## src/rtl/core/efc_pkg.sv

```systemverilog
// Shared types, codes and constants for the element face corner index generator.
package efc_pkg;

  localparam int MAX_NODES_DEF = 128;
  // Widest local corner index: p*(p+1)^2 + (p+1)^2 - 1 for p = 15 is 4095.
  localparam int IDX_W = 12;

  typedef enum logic [1:0] {
    REQ_LOAD   = 2'd0,
    REQ_LOCAL  = 2'd1,
    REQ_GLOBAL = 2'd2,
    REQ_RSVD   = 2'd3
  } req_kind_t;

  typedef enum logic [2:0] {
    EL_TRI     = 3'd0,
    EL_QUAD    = 3'd1,
    EL_TETRA   = 3'd2,
    EL_PYRAMID = 3'd3,
    EL_PRISM   = 3'd4,
    EL_HEX     = 3'd5
  } elem_kind_t;

  typedef struct packed {
    logic [1:0]  req_type;
    logic [6:0]  node_slot;
    logic [31:0] node_id;
    logic [2:0]  element_type;
    logic [3:0]  poly_degree;
    logic [7:0]  dof_count;
  } req_t;

  typedef struct packed {
    logic [2:0]  face_index;
    logic [2:0]  face_count;
    logic [2:0]  point_count;
    logic [31:0] corner_a;
    logic [31:0] corner_b;
    logic [31:0] corner_c;
    logic [31:0] corner_d;
    logic        last_face;
  } rsp_t;

  typedef struct packed {
    logic [2:0]       np;
    logic [IDX_W-1:0] a;
    logic [IDX_W-1:0] b;
    logic [IDX_W-1:0] c;
    logic [IDX_W-1:0] d;
  } face_t;

  typedef enum logic [2:0] {
    ST_IDLE,
    ST_SETUP_A,
    ST_SETUP_B,
    ST_READ,
    ST_READ_END,
    ST_EMIT
  } state_t;

  // Commands from the controller to the datapath.
  typedef struct packed {
    logic load_query;
    logic mem_wr;
    logic setup_a;
    logic setup_b;
    logic rd_en;
    logic emit;
    logic face_next;
  } cmd_t;

  // Status from the datapath to the controller.
  typedef struct packed {
    logic global_mode;
    logic rd_last;
    logic out_free;
    logic last_face;
  } status_t;

endpackage

```

## src/rtl/core/efc_ctrl.sv

```systemverilog
// Controller state machine that sequences set-up, table reads and result emission.
module efc_ctrl
  import efc_pkg::*;
(
  input  logic      clk,
  input  logic      rst,
  input  logic      req_valid,
  input  logic [1:0] req_type,
  output logic      req_ready,
  input  status_t   status,
  output cmd_t      cmd
);

  state_t state, state_next;

  always_ff @(posedge clk) begin
    if (rst) begin
      state <= ST_IDLE;
    end else begin
      state <= state_next;
    end
  end

  always_comb begin
    state_next = state;
    unique case (state)
      ST_IDLE: begin
        if (req_valid && (req_type == REQ_LOCAL || req_type == REQ_GLOBAL)) begin
          state_next = ST_SETUP_A;
        end
      end
      ST_SETUP_A: state_next = ST_SETUP_B;
      ST_SETUP_B: state_next = status.global_mode ? ST_READ : ST_EMIT;
      ST_READ: begin
        if (status.rd_last) begin
          state_next = ST_READ_END;
        end
      end
      ST_READ_END: state_next = ST_EMIT;
      ST_EMIT: begin
        if (status.out_free) begin
          if (status.last_face) begin
            state_next = ST_IDLE;
          end else begin
            state_next = status.global_mode ? ST_READ : ST_EMIT;
          end
        end
      end
      default: state_next = ST_IDLE;
    endcase
  end

  always_comb begin
    cmd       = '0;
    req_ready = 1'b0;
    unique case (state)
      ST_IDLE: begin
        req_ready = 1'b1;
        if (req_valid) begin
          cmd.mem_wr     = (req_type == REQ_LOAD);
          cmd.load_query = (req_type == REQ_LOCAL || req_type == REQ_GLOBAL);
        end
      end
      ST_SETUP_A:  cmd.setup_a = 1'b1;
      ST_SETUP_B:  cmd.setup_b = 1'b1;
      ST_READ:     cmd.rd_en   = 1'b1;
      ST_READ_END: cmd         = '0;
      ST_EMIT: begin
        if (status.out_free) begin
          cmd.emit      = 1'b1;
          cmd.face_next = !status.last_face;
        end
      end
      default: cmd = '0;
    endcase
  end

endmodule

```

## config.mk

```make
export PLATFORM = sky130hd
export DESIGN_NAME = efc_ctrl
export DESIGN_NICKNAME = d
export VERILOG_FILES = /design/src/rtl/core/efc_pkg.sv /design/src/rtl/core/efc_ctrl.sv
export SDC_FILE = /design/constraint.sdc
export NUM_CORES = 1
export LEC_CHECK = 0
export BUFFER_PORTS_ARGS = -buffer_cell sky130_fd_sc_hd__buf_2
export CAP_MARGIN = 20
export CORE_AREA = 3 3 40 42
export DETAILED_ROUTE_END_ITERATION = 10
export DIE_AREA = 0 0 43 45
export PLACE_DENSITY = 0.49
export SETUP_SLACK_MARGIN = 0.2
export SYNTH_ARGS = -nofsm -noshare
export SYNTH_HDL_FRONTEND = slang
export SYNTH_SLANG_ARGS = --single-unit
```

## constraint.sdc

```tcl
create_clock -name clk -period 2.4 [get_ports clk]
set_clock_uncertainty 0.15 [all_clocks]
set_input_delay 0.48 -clock clk [delete_from_list [all_inputs] [get_ports clk]]
set_output_delay 0.48 -clock clk [all_outputs]
set_load 0.01 [all_outputs]
```

==> flow_summary.toml <==
[run_status]
status = "finished clean"

[setup_path]
max_stage_delay_ns = 0.46
criticalPathCategory = "register to output port"
required_ns = 1.77
cp_max_fo = 7
rr_endpoint = "state[2]"
arrival_ns = 1.39
crit_path_end_kind = "output port"
crit_path_cell_trace = "inv_1 -> nor2_2 -> and3_1 -> and2b_1 -> buf_2"
r2r-start = "state[1]"
startpoint = "state[0]"
critPathLaunchType = "register"
crit_slowest_cell = "dfxtp_1"
rrSetupSlack_ns = 0.94
r2r_cells = 4

[floorplanning]
ios = 17
die_h_um = 45
die_x_um = 43
initial_core_util_pct = 23.37
fp-row-count = 13
die_area_mm2 = 0.001935
core_area_mm2 = 0.001285

[timing]
final_hold_viol_count = 0
finalCritPeriodShare_pct = 84.30
rsz0062_at_grt = "no"
finalMaxSlewViolations = 0
setup_tns_ns = 0
fmax_mhz = 494.3
min_period_ns = 2.023
finalSetupViolations = 0
max_slew_margin_pct = 76.56
holdWs_ns = 0.3178
worst_pin_slew_ns = 0.3511

[synthesis]
synthesis.area_um2 = 300.3
yosys.area_share.simple_pct = 37.50
yosysUniqueCellTypes = 22
synth_area_leaders = "dfxtp_1, and2b_1, and3_1"
synth_nets = 51
syn_inst = 41
yosysSeqAreaShare_pct = 20.00
synth_top_cell_area_share_pct = 20.00
yosys.area.top_type = "dfxtp_1"
ys_warn_count = 0
synth_top_family_by_area = "simple AND/OR/NAND/NOR gates"
synth-adder-area-share_pct = 4.167
synth_xor_area_share_pct = 0
ys_seq_elements = 3
synth.area.mux_share_pct = 0
avgSynthCellArea_um2 = 7.324
synth_compound_area_share_pct = 27.92

[drt]
drtIter0Drc = 3
wirelength_um = 760
drt.antenna.violating_nets = 0
drt_first_pass_iters = 2
drc = 0
vias = 361
detail_route.vias_per_cell = 4.813
wire_per_inst_um = 10.13

[clock_tree]
cts.sinks = 3
post_cts_buffers = 0
clockRootBuffer = "clkbuf_4"
clk_latency_ns = 0.23
ctsResizeCount = 0
cts_tree = "built"
cts_buffer_depth = 2
cts_made_buffers = 3
ctsHoldBuffers = 0
cts_max_level = 1
path_clk_slew_ns = 0.04

[run]
cap_violations = 0

[final_layout]
multi_input_area_um2 = 209.0
nets = 71
diodes = 0
top_register = "state"
reg_top3 = "state: 3 flops"
nFillCells = 150
final_common_cell = "buf_2"
drive_above_1_share_pct = 38.33
mostFrequentLayoutCells = "buf_2, inv_1"
largest_reg_flops = 3
syn_to_final_growth_pct = 38.75
register_area_um2 = 60.06

[power]
ir_drop_mv = 0.1284
p_leak_nw = 0.2238
power.density_mw_per_mm2 = 432.6

[hold_path]
min_path_type = "input pin to register"
min_from = "rst"
hold_path_end = "state[0]"
hold_path_depth = 2

[global_routing]
overflow = 0
grt_max_degree = 12
use_met1_pct = 10.55
grt_util_met3_pct = 1.195
grt_pass1_wl_um = 1262
grt_pass1_vias = 302
antenna_found_initial = 0
grt_util_met2_pct = 14.37
track_usage_pct = 8.396
grt-busiest-layer = "met2"

[placed_design]
dp_hpwl_um = 592.6
port_buffers = 16
gp_congestion = 0.7221
-- layer usage --
metal / up-vias / wire, um
met2: 13 / 350
met1: 161 / 354
met3: 0 / 56
li1: 187 / -
met4: 0 / 0
met5: - / 0
-- power breakdown --
| part | internal [W] | switching [W] | total [W] |
|---|---|---|---|
| sequential | 0.0000518 | 0.00000374 | 0.0000556 |
| clock | 0.0000622 | 0.0000249 | 0.0000872 |
| combinational | 0.0000182 | 0.0000193 | 0.0000375 |
-- metrics by stage --
step	std cells	setup WS (ns)	total power [W]	utilization [%]	area, um^2
final	75	0.3768	0.0001802	32.42	416.7
after detailed placement	71	0.5911	0.00009400	30.38	390.4
after floorplan	41	0.6802	0.00007730	-	300.3
after global routing	75	0.2504	0.0001920	32.42	416.7
after global placement	71	0.5859	0.00009414	30.38	390.4
after CTS	75	0.3619	0.0001836	32.42	416.7
-- worst max-delay path: cells and delay by family (launching register included) --
kind	cells	cell delay, ns
and+or+nand+nor	3	0.45
buffers and inverters	2	0.26
DFF	1	0.46
-- cells in the mapped netlist, drive strengths merged --
master / count
a21o: 1
a21oi: 2
a22oi: 2
and2b: 3
and3: 3
buf: 2
dfxtp: 3
ha: 1
inv: 4
nand2: 3
nand3: 1
nor2: 4
nor3: 2
nor3b: 3
o21ai: 3
o221ai: 1
o311ai: 1
o31ai: 2
-- logic make-up after synthesis --
group                    count (synthesis)
adder cells (fa/ha/maj)                  1
AND/OR/NAND/NOR                         19
buffers and inverters                    6
flip-flops                               3
AO/OA/AOI/OAI                           12
-- how the worst max path moves through the flow --
stage                  end  slack [ns]  depth (start not counted)
floorplan           cmd[5]        0.68                          3
global placement    cmd[0]        0.59                          5
detailed placement  cmd[6]        0.59                          5
CTS                 cmd[0]        0.36                          5
global route        cmd[0]        0.25                          5
finish              cmd[0]        0.38                          5
-- area by class of cell --
type / count / area share (%)
tap: 15 / 4.505
inverter: 4 / 3.604
clock buffer: 4 / 6.306
multi-input combinational: 32 / 50.15
timing repair buffer: 17 / 21.02
sequential: 3 / 14.41
Note: power is estimated with default switching activity, not from simulation.
